$ cat src/rtl/vhc_pkg.sv
package vhc_pkg;

  localparam int unsigned CounterBits = 9;

  typedef logic [CounterBits-1:0] count_t;

  typedef enum logic [2:0] {
    CfgMode5     = 3'd0,
    CfgV30       = 3'd1,
    CfgH40       = 3'd2,
    CfgInterlace = 3'd3,
    CfgPal       = 3'd4,
    CfgExtSync   = 3'd5,
    CfgHsyncEn   = 3'd6,
    CfgTestSel   = 3'd7
  } cfg_idx_e;

  typedef struct packed {
    logic   reset_request;
    logic   load_vertical;
    logic   load_horizontal;
    count_t load_value;
    logic   hsync_pin_in;
    logic   csync_pin_in;
    logic   ext_vertical_step;
    logic   ext_horizontal_step;
  } in_item_t;

  typedef struct packed {
    count_t hcount;
    count_t vcount;
    logic   odd_field;
    logic   vsync_out;
  } out_item_t;

endpackage

$ cat src/rtl/vhc_in_if.sv
interface vhc_in_if
  import vhc_pkg::*;
();
  logic     valid;
  logic     ready;
  in_item_t item;

  modport source (output valid, output item, input ready);
  modport sink (input valid, input item, output ready);
endinterface

$ cat src/rtl/vhc_out_if.sv
interface vhc_out_if
  import vhc_pkg::*;
();
  logic      valid;
  logic      ready;
  out_item_t item;

  modport source (output valid, output item, input ready);
  modport sink (input valid, input item, output ready);
endinterface

$ cat src/rtl/video_hv_counter_timing_unit.sv
// Dot counter for a video display processor: 9-bit horizontal and vertical
// counters, interlace field bit and vsync flag.
// Channels: in_i carries one item per dot tick (reset request, test loads,
// sync pin levels, external test steps); out_o returns one item per input
// item with the counters, field bit and vsync flag after that tick.
// Configuration: cfg_we_i writes cfg_data_i into register cfg_idx_i
// (0 mode5, 1 v30, 2 h40, 3 interlace, 4 pal, 5 ext sync, 6 hsync input
// enable, 7 test count select); write only while no item is in flight.
// Result: the result of an item is registered and valid on out_o in the cycle after accept.
// Throughput: one item per cycle while out_o is not stalled; the whole tick
// update is a single layer of compares and a 9-bit increment between the state
// registers and the result register.
// Stall: in_i.ready stays high while the result register is empty or being
// taken; if out_o is stalled the result holds and in_i.ready drops until
// the receiver takes it, so nothing is lost.
// Reset: rst_ni clears counters, flags, configuration and the result valid
// bit at once; there is no clearing pass.
module video_hv_counter_timing_unit
  import vhc_pkg::*;
(
  input  logic            clk_i,
  input  logic            rst_ni,
  input  logic            cfg_we_i,
  input  logic [2:0]      cfg_idx_i,
  input  logic [1:0]      cfg_data_i,
  vhc_in_if.sink          in_i,
  vhc_out_if.source       out_o
);

  typedef struct packed {
    logic hmid;
    logic vsclr;
    logic vsset;
    logic vshclr;
    logic fieldset;
    logic vblank;
    logic hzero;
    logic vend;
    logic vstep;
    logic hend;
  } pos_match_t;

  // line compare target; en low means the line never matches
  typedef struct packed {
    logic   en;
    count_t line;
  } line_t;

  logic mode5_q, v30_q, h40_q, interlace_q, pal_q, ext_sync_q, hsync_en_q;
  logic [1:0] test_sel_q;

  count_t     hcount_q, hcount_d;
  count_t     vcount_q, vcount_d;
  logic       odd_q, odd_d;
  logic [1:0] sync_seen_q, sync_seen_d;
  logic [1:0] vsync_seen_q, vsync_seen_d;
  logic [1:0] hmark_q, hmark_d;
  logic [1:0] hmark_early_q, hmark_early_d;
  logic       hs_pin_q, cs_pin_q;
  pos_match_t pm_q, pm_d;
  logic       ftrig_q, ftrig_d;
  logic       vs_q, vs_d;

  logic      out_valid_q;
  out_item_t out_q;

  logic     accept;
  in_item_t it;

  assign in_i.ready  = !out_valid_q || out_o.ready;
  assign accept      = in_i.valid && in_i.ready;
  assign it          = in_i.item;
  assign out_o.valid = out_valid_q;
  assign out_o.item  = out_q;

  function automatic line_t mk_line(input logic en, input count_t line);
    line_t r;
    r.en   = en;
    r.line = line;
    return r;
  endfunction

  function automatic line_t line_vend(input logic pal, input logic m5, input logic v30,
                                      input logic il);
    line_t r;
    if (!pal) begin
      if (!m5)      r = mk_line(1'b1, 9'd218);
      else if (v30) r = mk_line(1'b0, 9'd0);
      else          r = mk_line(1'b1, 9'd234);
    end else if (!il) begin
      if (!m5)      r = mk_line(1'b1, 9'd242);
      else          r = mk_line(1'b1, v30 ? 9'd266 : 9'd258);
    end else begin
      r = mk_line(1'b1, v30 ? 9'd265 : 9'd257);
    end
    return r;
  endfunction

  function automatic line_t line_vshclr(input logic pal, input logic m5, input logic v30);
    line_t r;
    if (!pal) begin
      if (!m5)      r = mk_line(1'b1, 9'd485);
      else if (v30) r = mk_line(1'b0, 9'd0);
      else          r = mk_line(1'b1, 9'd501);
    end else begin
      if (!m5)      r = mk_line(1'b1, 9'd458);
      else          r = mk_line(1'b1, v30 ? 9'd482 : 9'd474);
    end
    return r;
  endfunction

  // vsync set/clear lines; clr selects the later (even base plus three) line
  function automatic line_t line_field(input logic clr, input logic odd, input logic pal,
                                       input logic m5, input logic v30);
    line_t  r;
    count_t base;
    if (!pal) begin
      if (!m5)      base = 9'd469;
      else          base = 9'd485;
    end else begin
      if (!m5)      base = 9'd442;
      else if (v30) base = 9'd466;
      else          base = 9'd458;
    end
    base = clr ? base + 9'd3 : base;
    if (!odd) begin
      r = mk_line(!(!pal && m5 && v30), base);
    end else if (!pal) begin
      r = mk_line(m5 && !v30, base - 9'd1);
    end else begin
      r = mk_line(m5, base - 9'd1);
    end
    return r;
  endfunction

  function automatic count_t v_reload(input logic pal, input logic m5, input logic v30);
    count_t r;
    if (!pal)     r = (m5 && !v30) ? 9'd485 : 9'd469;
    else if (!m5) r = 9'd442;
    else          r = v30 ? 9'd466 : 9'd458;
    return r;
  endfunction

  function automatic count_t h_reload(input logic es, input logic h40, input logic m5);
    count_t r;
    case ({es, h40, m5})
      3'd0:    r = 9'd466;
      3'd1:    r = 9'd466;
      3'd2:    r = 9'd464;
      3'd3:    r = 9'd457;
      3'd4:    r = 9'd468;
      3'd5:    r = 9'd476;
      default: r = 9'd464;
    endcase
    return r;
  endfunction

  logic  v_ext, v_rel, v_inc, h_ext, h_rel, h_inc;
  logic  sync_bit, gate, cs_hit, vbit, frame_top, f_toggle, f_clear;
  line_t vend_l, vshclr_l, vsset_l, vsclr_l;
  count_t vstep_col, vblank_line;

  always_comb begin
    v_ext = (vsync_seen_q == 2'b01) && ext_sync_q;
    v_rel = it.load_vertical || it.reset_request || (pm_q.vstep && pm_q.vend) || v_ext;
    v_inc = test_sel_q[0] ? it.ext_vertical_step : (pm_q.vstep && !v_rel);
    h_ext = (sync_seen_q == 2'b01) && ext_sync_q;
    h_rel = it.load_horizontal || it.reset_request || pm_q.hend || h_ext;
    h_inc = test_sel_q[1] ? it.ext_horizontal_step : !h_rel;

    sync_bit = ((hs_pin_q && hsync_en_q) || cs_pin_q || sync_seen_q[0])
               && !(hmark_q[0] || it.reset_request);
    sync_seen_d = {sync_seen_q[0], sync_bit};

    ftrig_d = ftrig_q;
    if (v_ext && hmark_early_q[1]) ftrig_d = 1'b1;
    if ((v_ext && hmark_q[1]) || it.reset_request) ftrig_d = 1'b0;

    gate = pm_q.hmid || !odd_q;
    vs_d = vs_q;
    if ((pm_q.vsset && gate) || it.reset_request) vs_d = 1'b1;
    if (pm_q.vsclr && gate) vs_d = 1'b0;

    cs_hit = (hmark_early_q[0] || hmark_q[0]) && cs_pin_q;
    vbit   = (vsync_seen_q[0] || cs_hit) && !pm_q.vshclr && !it.reset_request;
    vsync_seen_d = {vsync_seen_q[0], vbit};

    frame_top = pm_q.vblank && pm_q.hzero;
    f_toggle  = frame_top && !ext_sync_q;
    f_clear   = it.reset_request || !interlace_q || (!ftrig_d && frame_top && ext_sync_q);

    // position decodes from the counters before this tick, used one tick later
    vend_l      = line_vend(pal_q, mode5_q, v30_q, interlace_q);
    vshclr_l    = line_vshclr(pal_q, mode5_q, v30_q);
    vsset_l     = line_field(1'b0, odd_q, pal_q, mode5_q, v30_q);
    vsclr_l     = line_field(1'b1, odd_q, pal_q, mode5_q, v30_q);
    vstep_col   = mode5_q ? (h40_q ? 9'd328 : 9'd264) : 9'd488;
    vblank_line = mode5_q ? (v30_q ? 9'd240 : 9'd224) : 9'd192;

    pm_d.hend     = hcount_q == (h40_q ? 9'd363 : 9'd294);
    pm_d.vstep    = hcount_q == vstep_col;
    pm_d.vend     = vend_l.en && (vcount_q == vend_l.line);
    pm_d.hzero    = hcount_q == '0;
    pm_d.vblank   = vcount_q == vblank_line;
    pm_d.fieldset = frame_top && ext_sync_q && ftrig_d;
    pm_d.vshclr   = vshclr_l.en && (vcount_q == vshclr_l.line);
    pm_d.vsset    = vsset_l.en && (vcount_q == vsset_l.line);
    pm_d.vsclr    = vsclr_l.en && (vcount_q == vsclr_l.line);
    pm_d.hmid     = hcount_q == (h40_q ? 9'd120 : 9'd95);
    hmark_d       = {hmark_q[0], hcount_q == (h40_q ? 9'd253 : 9'd206)};
    hmark_early_d = {hmark_early_q[0], hcount_q == (h40_q ? 9'd43 : 9'd36)};

    if (v_rel) begin
      vcount_d = it.load_vertical ? it.load_value
                                  : v_reload(pal_q, mode5_q, v30_q) - count_t'(odd_q);
    end else if (v_inc) begin
      vcount_d = vcount_q + 9'd1;
    end else begin
      vcount_d = vcount_q;
    end

    if (h_rel) begin
      hcount_d = it.load_horizontal ? it.load_value : h_reload(ext_sync_q, h40_q, mode5_q);
    end else if (h_inc) begin
      hcount_d = hcount_q + 9'd1;
    end else begin
      hcount_d = hcount_q;
    end

    odd_d = odd_q;
    if (pm_q.fieldset) odd_d = 1'b1;
    if (f_toggle) odd_d = !odd_d;
    if (f_clear) odd_d = 1'b0;
  end

  always_ff @(posedge clk_i or negedge rst_ni) begin
    if (!rst_ni) begin
      mode5_q     <= 1'b0;
      v30_q       <= 1'b0;
      h40_q       <= 1'b0;
      interlace_q <= 1'b0;
      pal_q       <= 1'b0;
      ext_sync_q  <= 1'b0;
      hsync_en_q  <= 1'b0;
      test_sel_q  <= 2'b00;
    end else if (cfg_we_i) begin
      unique case (cfg_idx_e'(cfg_idx_i))
        CfgMode5:     mode5_q     <= cfg_data_i[0];
        CfgV30:       v30_q       <= cfg_data_i[0];
        CfgH40:       h40_q       <= cfg_data_i[0];
        CfgInterlace: interlace_q <= cfg_data_i[0];
        CfgPal:       pal_q       <= cfg_data_i[0];
        CfgExtSync:   ext_sync_q  <= cfg_data_i[0];
        CfgHsyncEn:   hsync_en_q  <= cfg_data_i[0];
        CfgTestSel:   test_sel_q  <= cfg_data_i;
        default:      ;
      endcase
    end
  end

  always_ff @(posedge clk_i or negedge rst_ni) begin
    if (!rst_ni) begin
      hcount_q      <= '0;
      vcount_q      <= '0;
      odd_q         <= 1'b0;
      sync_seen_q   <= '0;
      vsync_seen_q  <= '0;
      hmark_q       <= '0;
      hmark_early_q <= '0;
      hs_pin_q      <= 1'b0;
      cs_pin_q      <= 1'b0;
      pm_q          <= '0;
      ftrig_q       <= 1'b0;
      vs_q          <= 1'b0;
    end else if (accept) begin
      hcount_q      <= hcount_d;
      vcount_q      <= vcount_d;
      odd_q         <= odd_d;
      sync_seen_q   <= sync_seen_d;
      vsync_seen_q  <= vsync_seen_d;
      hmark_q       <= hmark_d;
      hmark_early_q <= hmark_early_d;
      hs_pin_q      <= it.hsync_pin_in;
      cs_pin_q      <= it.csync_pin_in;
      pm_q          <= pm_d;
      ftrig_q       <= ftrig_d;
      vs_q          <= vs_d;
    end
  end

  always_ff @(posedge clk_i or negedge rst_ni) begin
    if (!rst_ni) begin
      out_valid_q <= 1'b0;
    end else if (accept) begin
      out_valid_q <= 1'b1;
    end else if (out_o.ready) begin
      out_valid_q <= 1'b0;
    end
  end

  always_ff @(posedge clk_i) begin
    if (accept) begin
      out_q.hcount    <= hcount_d;
      out_q.vcount    <= vcount_d;
      out_q.odd_field <= odd_d;
      out_q.vsync_out <= vs_d;
    end
  end

`ifndef SYNTHESIS
  a_ready_only_when_held: assert property (@(posedge clk_i) disable iff (!rst_ni)
    !in_i.ready |-> out_valid_q && !out_o.ready)
    else $error("input stalled without a held result");

  a_result_tracks_state: assert property (@(posedge clk_i) disable iff (!rst_ni)
    accept |=> out_valid_q && out_q.hcount == hcount_q && out_q.vcount == vcount_q
               && out_q.odd_field == odd_q && out_q.vsync_out == vs_q)
    else $error("result register out of step with counter state");

  a_reset_request_clears_field: assert property (@(posedge clk_i) disable iff (!rst_ni)
    accept && (it.reset_request || !interlace_q) |=> !odd_q)
    else $error("field bit set after reset request or with interlace off");

  a_hload_wins: assert property (@(posedge clk_i) disable iff (!rst_ni)
    accept && it.load_horizontal |=> hcount_q == $past(it.load_value))
    else $error("horizontal test load lost");

  a_reset_request_sets_vsync: assert property (@(posedge clk_i) disable iff (!rst_ni)
    accept && it.reset_request && !(pm_q.vsclr && gate) |=> vs_q)
    else $error("vsync flag not set by reset request");
`endif

endmodule
$ cat src/flat_wrapper.sv
// flat-port wrapper written by rule: the top's interface ports become plain ports
module video_hv_counter_timing_unit_flat import vhc_pkg::*;
  (clk_i, rst_ni, cfg_we_i, cfg_idx_i, cfg_data_i, in_i_valid, in_i_item, in_i_ready, out_o_valid, out_o_item, out_o_ready);
  vhc_in_if in_i_i ();
  vhc_out_if out_o_i ();
  input  logic clk_i;
  input  logic rst_ni;
  input  logic cfg_we_i;
  input  logic [2:0] cfg_idx_i;
  input  logic [1:0] cfg_data_i;
  input wire logic [$bits(in_i_i.valid)-1:0] in_i_valid;
  input wire logic [$bits(in_i_i.item)-1:0] in_i_item;
  output wire logic [$bits(in_i_i.ready)-1:0] in_i_ready;
  output wire logic [$bits(out_o_i.valid)-1:0] out_o_valid;
  output wire logic [$bits(out_o_i.item)-1:0] out_o_item;
  input wire logic [$bits(out_o_i.ready)-1:0] out_o_ready;
  assign in_i_i.valid = in_i_valid;
  assign in_i_i.item = in_i_item;
  assign in_i_ready = in_i_i.ready;
  assign out_o_valid = out_o_i.valid;
  assign out_o_item = out_o_i.item;
  assign out_o_i.ready = out_o_ready;
  video_hv_counter_timing_unit u_core (.clk_i(clk_i), .rst_ni(rst_ni), .cfg_we_i(cfg_we_i), .cfg_idx_i(cfg_idx_i), .cfg_data_i(cfg_data_i), .in_i(in_i_i), .out_o(out_o_i));
endmodule
$ cat config.mk
export PLATFORM = sky130hd
export DESIGN_NAME = video_hv_counter_timing_unit_flat
export DESIGN_NICKNAME = d
export VERILOG_FILES = /design/src/rtl/vhc_pkg.sv /design/src/rtl/vhc_in_if.sv /design/src/rtl/vhc_out_if.sv /design/src/rtl/video_hv_counter_timing_unit.sv /design/src/flat_wrapper.sv
export SDC_FILE = /design/constraint.sdc
export NUM_CORES = 1
export LEC_CHECK = 0
export BUFFER_PORTS_ARGS = -buffer_cell sky130_fd_sc_hd__buf_2
export CAP_MARGIN = 25
export CORE_ASPECT_RATIO = 1.75
export CORE_UTILIZATION = 55
export DETAILED_ROUTE_END_ITERATION = 7
export PLACE_DENSITY = 0.82
export SYNTH_ARGS = -nofsm -noshare
export SYNTH_HDL_FRONTEND = slang
export SYNTH_SLANG_ARGS = --single-unit
$ cat constraint.sdc
create_clock -name clk_i -period 5.95 [get_ports clk_i]
set_input_delay 0.2975 -clock clk_i [delete_from_list [all_inputs] [get_ports clk_i]]
set_output_delay 0.2975 -clock clk_i [all_outputs]
set_load 0.05 [all_outputs]
# Word level (Yosys, flattened, before mapping)
# Cells that the tools add are included.
classes:
  n_addsub: 6
  n_eq_ne: 23
  muxes: 49
  reduce_logical: 71
ops:
  columns: ["cell", "count"]
  rows:
  - ["$mux 9", 15]
  - ["$mux 10", 10]
  - ["$eq 9x9->1", 10]
  - ["$mux 6", 5]
  - ["$logic_and 1x1->1", 27]
  - ["$pmux 5 s4", 1]
  - ["$add 9x1->9 const B", 2]
  - ["$eq 3x3->1 const B", 6]
  - ["$sub 9x1->9 const B", 2]
  - ["$logic_or 1x1->1", 17]
  - ["$reduce_and 2->1", 8]
  - ["$logic_not 1->1", 14]
  - ["$mux 7", 2]
  - ["$mux 4", 3]
  - ["$mux 1", 11]
  - ["$mux 5", 2]
  - ["$add 9x2->9 const B", 1]
  - ["$eq 3x2->1 const B", 3]
  - ["$logic_not 9->1", 1]
  - ["$sub 9x1->9", 1]
  - ["$eq 3x1->1 const B", 2]
  - ["$logic_not 3->1", 2]
  - ["$eq 2x1->1 const B", 2]
  - ["$reduce_bool 2->1", 1]
  - ["$reduce_or 2->1", 1]
totals:
  register_bits: 71
  in_bits: 26

# Longest topological paths before layout
# Gate-level depths: netlist of the first run.
logic_depth:
  word_depth: 10
  mapped_depth: 8
  ltp_nobuf: 7

# Least setup slack after synthesis of the first run
# No wires, ideal clock.
synth_path:
  kind: "register to register"
  from: "register u_core.out_valid_q, in the netlist u_core.out_o.valid"
  to: "register u_core.out_q, in the netlist u_core.out_o.item[0], enable pin"
  setup_ns: 0.392
  arrival_time_ns: 2.219
  required_time_ns: 5.558
  setup_slack_ns: 3.339
  path_stages_with_launch: 5
  path_buffers: 1
  path_cell_list: "dfrtp_1 nand2b_1 nand2_1 inv_2 buf_1"
synth_via:
  elab_chain_len: 3
synth_lines:
  columns: ["item", "line", "rtl"]
  rows:
  - ["start: declaration", "video_hv_counter_timing_unit.sv:64", "logic out_valid_q;"]
  - ["start signal: assignment", "video_hv_counter_timing_unit.sv:293", "out_valid_q <= 1'b0;"]
  - ["start signal: assignment", "video_hv_counter_timing_unit.sv:295", "out_valid_q <= 1'b1;"]
  - ["start signal: assignment", "video_hv_counter_timing_unit.sv:297", "out_valid_q <= 1'b0;"]
  - ["$logic_not 1->1", "video_hv_counter_timing_unit.sv:70", "assign in_i.ready = !out_valid_q || out_o.ready;"]
  - ["$logic_or 1x1->1", "video_hv_counter_timing_unit.sv:70", null]
  - ["named net in_i_ready", "flat_wrapper.sv:13", "output wire logic [$bits(in_i_i.ready)-1:0] in_i_ready;"]
  - ["$logic_and 1x1->1", "video_hv_counter_timing_unit.sv:71", "assign accept = in_i.valid && in_i.ready;"]
  - ["named net u_core.accept", "video_hv_counter_timing_unit.sv:67", "logic accept;"]
  - ["end: declaration", "video_hv_counter_timing_unit.sv:65", "out_item_t out_q;"]
# The timed path passes the listed nets, and every way through them passes these cells.
# A chain may end at the register's enable or synchronous reset.

# Worst setup path after layout of the first run
layout_path:
  from: "register u_core.pal_q"
  to: "register u_core.pm_q[8] in the netlist's numbering"
layout_via:
  elab_chain_len: 7
layout_lines:
  columns: ["item", "line", "rtl"]
  rows:
  - ["start: declaration", "video_hv_counter_timing_unit.sv:49", "logic mode5_q, v30_q, h40_q, interlace_q, pal_q, ext_sync_q, hsync_en_q;"]
  - ["start signal: assignment", "video_hv_counter_timing_unit.sv:252", "CfgPal: pal_q <= cfg_data_i[0];"]
  - ["$mux 9", "video_hv_counter_timing_unit.sv:117", "if (!pal) begin"]
  - ["$add 9x2->9", "video_hv_counter_timing_unit.sv:125", "base = clr ? base + 9'd3 : base;"]
  - ["$sub 9x1->9", "video_hv_counter_timing_unit.sv:129, video_hv_counter_timing_unit.sv:131", null]
  - ["$mux 10", "video_hv_counter_timing_unit.sv:128", "end else if (!pal) begin"]
  - ["$mux 10 (*)", "video_hv_counter_timing_unit.sv:126", "if (!odd) begin"]
  - ["$eq 9x9->1", "video_hv_counter_timing_unit.sv:208", "pm_d.vsclr = vsclr_l.en && (vcount_q == vsclr_l.line);"]
  - ["$logic_and 1x1->1 (*)", "video_hv_counter_timing_unit.sv:208", null]
  - ["end signal: assignment", "video_hv_counter_timing_unit.sv:285", "pm_q <= pm_d;"]
  - ["end: declaration", "video_hv_counter_timing_unit.sv:60", "pos_match_t pm_q, pm_d;"]
# Mark *: on every way between the ends. The rest lies on a longest branch, timed or not.

==> results.cfg, run 1 <==
[worst_setup_path]
endpoint_kind = register
critPathMaxFanout = 19
worst_ep_arrival_time_ps = 3010
crit_type = reg -> reg
ff2ff_path_depth = 6
cp_slowest_cell = dfrtp_1
required_ps = 6180
crit_chain = clkinv_1, ha_1, o22ai_1, a2111oi_0, o2111ai_1, o41ai_1
critical-path-max-stage-delay_ps = 710
crit_path_start_kind = register

[grt]
grt_pass1_wl_mm = 18.62
grt-ovfl-total = 0
grt_usage_pct = 28.04
grt_pass1_vias = 3795
antenna_found_initial = 0
grt_max_degree = 57

[floorplan]
die_w_um = 70.99
start_util_pct = 57.14
io_pins = 48
core-area_sq_mm = 0.008016
dieHeight_um = 122.7
dieArea_sq_mm = 0.008712
rows = 43

[sta]
worstMarginPinSlew_ps = 909.3
fin_tns_setup_ps = 0
min_period_ps = 2786
fin_skew_ps = 6.709
finalHoldViolCount = 0
finalCritPeriodShare_pct = 46.83
rsz0062_at_grt = false
max_freq_mhz = 358.9
drv_slew = 0
finalSetupViolCount = 0
slew_headroom_pct = 38.92

[final_layout]
final_nets = 554
antennaDiodeCount = 0
final_area_sq_mm = 0.005132
final_cell_mix = nand2_1, dfrtp_1, buf_2
final_cells = 612
mostFrequentLayoutCell = nand2_1
drive_above_1_share_pct = 18.20
area_growth_syn_to_layout_pct = 12.05

[outcome]
violations = DRC
status = complete, but fails checks

[cts]
cts_sinks = 71
cts-resized-gates = 0
cts_root_buf = clkbuf_16
insertion_delay_ps = 340
htreeDepth = 3
numCtsBuffers = 9
path_clk_slew_ps = 60
cts_setup_buffers = 0
cts_hold_buf = 0
cts_tree = done
clockBufferDepth = 2

[synthesis]
synth-edff-count = 20
yosysSeqAreaShare_pct = 40.97
synthesis.nets = 533
synth.avg_cell_area_sq_um = 9.235
synth_area_leaders = dfrtp_1, edfxtp_1, nand2_1, xnor2_1, a21oi_1
syn_inst = 496
ys_ff_latch = 71
synth_top_area_share_pct = 27.86
yosys_warnings = 0
yosys.area.top_type = dfrtp_1
synth_cell_types = 69
synth.cell_area_sq_mm = 0.004581
async_flop_share_pct = 71.83
yosys_most_used_dff = dfrtp_1

[routing]
drcViolationCount = 2
drtIter0Drc = 457
ant_nets = 0
vias_per_cell = 6.467
routed_wl_mm = 11.55
dr.pass1.iters = 8
wl_per_cell_um = 18.87
vias = 3958

[pwr]
vdd_drop_max_v = 0.0002280
powerDensity_mw_per_mm2 = 341.4
p_leak_nw = 2.043

[placed_design]
dpl.cell_count = 595
port_buffers = 47
gp_congestion = 0.8949
place_area_sq_mm = 0.004766
dp.final_hpwl_mm = 7.983

[job]
cap_violations = 0

[min_path]
hold_class = in -> async
## layout make-up
cell class | instances | area [sq um]
fillers | 628 | 2884
multi-input cells | 370 | 2470
flip-flops and latches | 71 | 1877
clock buffers | 13 | 302.8
repair buffers | 50 | 270.3
well taps | 90 | 112.6
inverters | 15 | 56.30
clock inverters | 3 | 43.79
## cells in the mapped netlist (4+ instances only)
cell type,count
nor4_1,6
a31oi_1,10
nand3_1,16
ha_1,11
o31ai_1,4
buf_2,7
nor3b_1,8
edfxtp_1,20
a21oi_1,28
mux2i_1,6
xnor2_1,23
nor2b_1,9
o22a_1,7
inv_1,12
o21a_1,7
dfrtp_1,51
mux2_2,11
nand2b_1,10
a211oi_1,4
nor3_2,4
xor2_1,9
nor3_1,13
and3b_1,4
nand4_1,6
o21ai_0,28
nor2_1,24
nand2_1,64
clkbuf_1,28
## layer usage
layer	share of wire, %	vias to the layer above	GRT usage (%)
li1	-	1836	-
met1	38	1888	32.10
met2	51	182	46.88
met3	5.7	52	5.583
met4	5.1	0	19.13
met5	0	-	0
## worst paths after layout
kind / start / slack [ps] / endpoint
worst max-delay path: u_core.pal_q$_DFFE_PN0P_ / 3160 / u_core.pm_q[8]$_DFFE_PN0P_
worst min-delay path: rst_ni / 80 / u_core.hcount_q[7]$_DFFE_PN0P_
worst max register to register: u_core.pal_q$_DFFE_PN0P_ / 3160 / u_core.pm_q[8]$_DFFE_PN0P_
worst min register to register: u_core.hs_pin_q$_DFFE_PN0P_ / 480 / u_core.hs_pin_q$_DFFE_PN0P_
max in group asynchronous: rst_ni / 5390 / u_core.pal_q$_DFFE_PN0P_
min in group clk_i: in_i_item[2] / 150 / u_core.cs_pin_q$_DFFE_PN0P_
## worst max-delay path, delay by kind of cell (launching register included)
family,cells,cell delay (ps)
AOI/OAI and AO/OA,4,1040
adders and majority gates,1,450
DFF,1,710
buffers and inverters,1,470
## cell families (layout without fill, tap and decap cells)
logic type	Yosys count	in the layout	share of synthesized area [%]
multiplexers	17	17	4.015
buffers and inverters	55	81	5.108
flip-flops	71	71	40.97
AND/OR/NAND/NOR	185	185	21.74
adder cells (fa/ha/maj)	11	11	3.005
XOR/XNOR	32	32	6.119
AO/OA/AOI/OAI	125	125	19.04
## metrics by stage
step | hold WS (ps) | utilization, % | setup slack [ps] | total power [mW]
5_1_grt | 150.0 | 64.02 | 2908 | 1.827
6_report | 81.43 | 64.02 | 3164 | 1.752
3_3_place_gp | 460.4 | 59.45 | 3335 | 1.124
2_1_floorplan | 1.909 | - | 3339 | 1.027
3_5_place_dp | 466.0 | 59.45 | 3198 | 1.138
4_1_cts | 115.5 | 63.77 | 3184 | 1.745
## sequential cells by signal, indices dropped and copies added, names as in the netlist, 2 cells and up
name                  cells
u_core.test_sel_q         2
u_core.hmark_early_q      2
u_core.pm_q              10
u_core.sync_seen_q        2
u_core.vsync_seen_q       2
u_core.hmark_q            2
u_core.out_o.item        20
u_core.vcount_q           9
u_core.hcount_q           9
## power breakdown
part | leakage [nW] | switching, mW | internal, mW
registers | 0.820 | 0.142 | 0.566
clock network | 0.172 | 0.206 | 0.398
logic | 1.05 | 0.262 | 0.178
total | 2.04 | 0.610 | 1.14
Power figures use the tool's default switching activity.
==> inputs of run 2 (changes only) <==
clock period = 2.9 ns   (was 5.95 ns; I/O delays follow)
==> run 2 against run 1 <==
The run still ends with DRC left; combinational power rose by 110%; first-iteration DRC count rose by 0.88%; non-clock buffer count rose by 8; wire length barely moved; worst hold slack got worse by 71 ps; sequential share of layout area rose by 0.25 points; flip-flop and latch count did not move; global-route usage rose by 0.22 points; largest cell class unchanged.
==> results.cfg, run 2 (synthesis results as in run 1) <==
[cts]
clockBufferDepth = 2
numCtsBuffers = 9
cts_root_buf = clkbuf_16
insertion_delay_ps = 340
cts_tree = done
htreeDepth = 3
path_clk_slew_ps = 60
cts_sinks = 71
cts_setup_buffers = 0

[grt]
grt-ovfl-total = 0
grt_pass1_wl_mm = 18.74
antenna_found_initial = 0
grt_max_degree = 45
grt_pass1_vias = 3858
grt_usage_pct = 28.26

[placed_design]
pre_cts_ws_ps = 501.5
gp_congestion = 0.9212
place_area_sq_mm = 0.004818
dp.final_hpwl_mm = 8.189
port_buffers = 47
dpl.cell_count = 602

[final_layout]
area_growth_syn_to_layout_pct = 11.28
fillers = 633
multi_input_area_sq_mm = 0.002470
final_cells = 620
largest_reg_flops = 20
final_area_sq_mm = 0.005097
final_cell_mix = nand2_1, dfrtp_1, buf_2
drive_above_1_share_pct = 18.49
antennaDiodeCount = 0
mostFrequentLayoutCell = nand2_1
final_nets = 562
regArea_sq_mm = 0.001877
postLayoutCoreUtil_pct = 63.59

[sta]
finalCritPeriodShare_pct = 86.52
setup_ws_ps = 391.0
fin_skew_ps = 6.195
timing.hold.ws_ps = 10.60
slew_headroom_pct = 40.85
fin_tns_setup_ps = 0
finalSetupViolCount = 0
worstMarginPinSlew_ps = 880.6
rsz0062_at_grt = false
max_freq_mhz = 398.6
min_period_ps = 2509
finalHoldViolCount = 0
drv_slew = 0

[job]
cap_violations = 0

[worst_setup_path]
required_ps = 3130
crit_path_start_kind = register
endpoint_kind = register
ff2ff_path_depth = 6
crit_type = reg -> reg
worst_ep_arrival_time_ps = 2740
critPathMaxFanout = 19

[floorplan]
dieHeight_um = 122.7
die_w_um = 70.99
core-area_sq_mm = 0.008016
start_util_pct = 57.14
io_pins = 48
dieArea_sq_mm = 0.008712
rows = 43

[outcome]
violations = DRC
status = complete, but fails checks

[min_path]
hold_depth = 2
hold_class = in -> reg

[pwr]
finalPower_mw = 3.355
powerDensity_mw_per_mm2 = 658.2
vdd_drop_max_v = 0.0003755
p_leak_nw = 2.031

[routing]
ant_nets = 0
wl_per_cell_um = 18.64
drcViolationCount = 2
routed_wl_mm = 11.56
dr.pass1.iters = 7
drtIter0Drc = 461
vias_per_cell = 6.392
vias = 3963
-- run 2: changes by cell type in the layout (fill, tap and decap cells not counted) --
cell	change
bufinv_16	-1
clkbuf_8	-2
clkinv_4	-1
clkinvlp_4	+1
clkinv_2	+2
clkbuf_1	+3
clkbuf_16	-2
buf_4	+7
dlygate4sd3_1	+2
buf_12	-1
-- run 2: routing by layer --
layer	track usage (%)	part of all wire (%)
met3	5.337	5.1
met5	0	0
met4	20.75	5.4
met2	47.42	51
met1	31.79	39
-- run 2: worst max-delay path, stage by stage (launching register included) --
cell and delay, ps:
dfrtp_1 740, clkinv_1 220, ha_1 370, o22ai_1 100
a2111oi_0 360, o2111ai_1 220, o41ai_1 400
-- run 2: layout make-up --
class	count	share of cell area, %
multi-input cells	370	48.45
flip-flops and latches	71	36.82
repair buffers	58	6.333
clock buffers	12	4.639
well taps	90	2.209
inverters	15	1.105
clock inverters	4	0.4418
-- run 2: worst paths after layout --
path,endpoint,startpoint,slack [ps]
max in group asynchronous,u_core.pm_q[6]$_DFFE_PN0P_,rst_ni,1810
setup reg to reg,u_core.pm_q[8]$_DFFE_PN0P_,u_core.pal_q$_DFFE_PN0P_,390
hold / removal,u_core.out_o.valid$_DFFE_PN0P_,in_i_valid,10
min in group asynchronous,u_core.hcount_q[8]$_DFFE_PN0P_,rst_ni,290
hold reg to reg,u_core.hmark_q[1]$_DFFE_PN0P_,u_core.hmark_q[1]$_DFFE_PN0P_,480
setup / recovery,u_core.pm_q[8]$_DFFE_PN0P_,u_core.pal_q$_DFFE_PN0P_,390
-- run 2: timing repair --
item,CTS,global route
hold endpoints to repair,18,0
hold buffers,2,0
gates resized for setup,0,0
-- run 2: power breakdown --
group          switching (mW)  total (mW)  internal (mW)
sequential              0.277        1.44           1.16
combinational           0.547       0.927          0.380
clock                   0.415       0.990          0.575
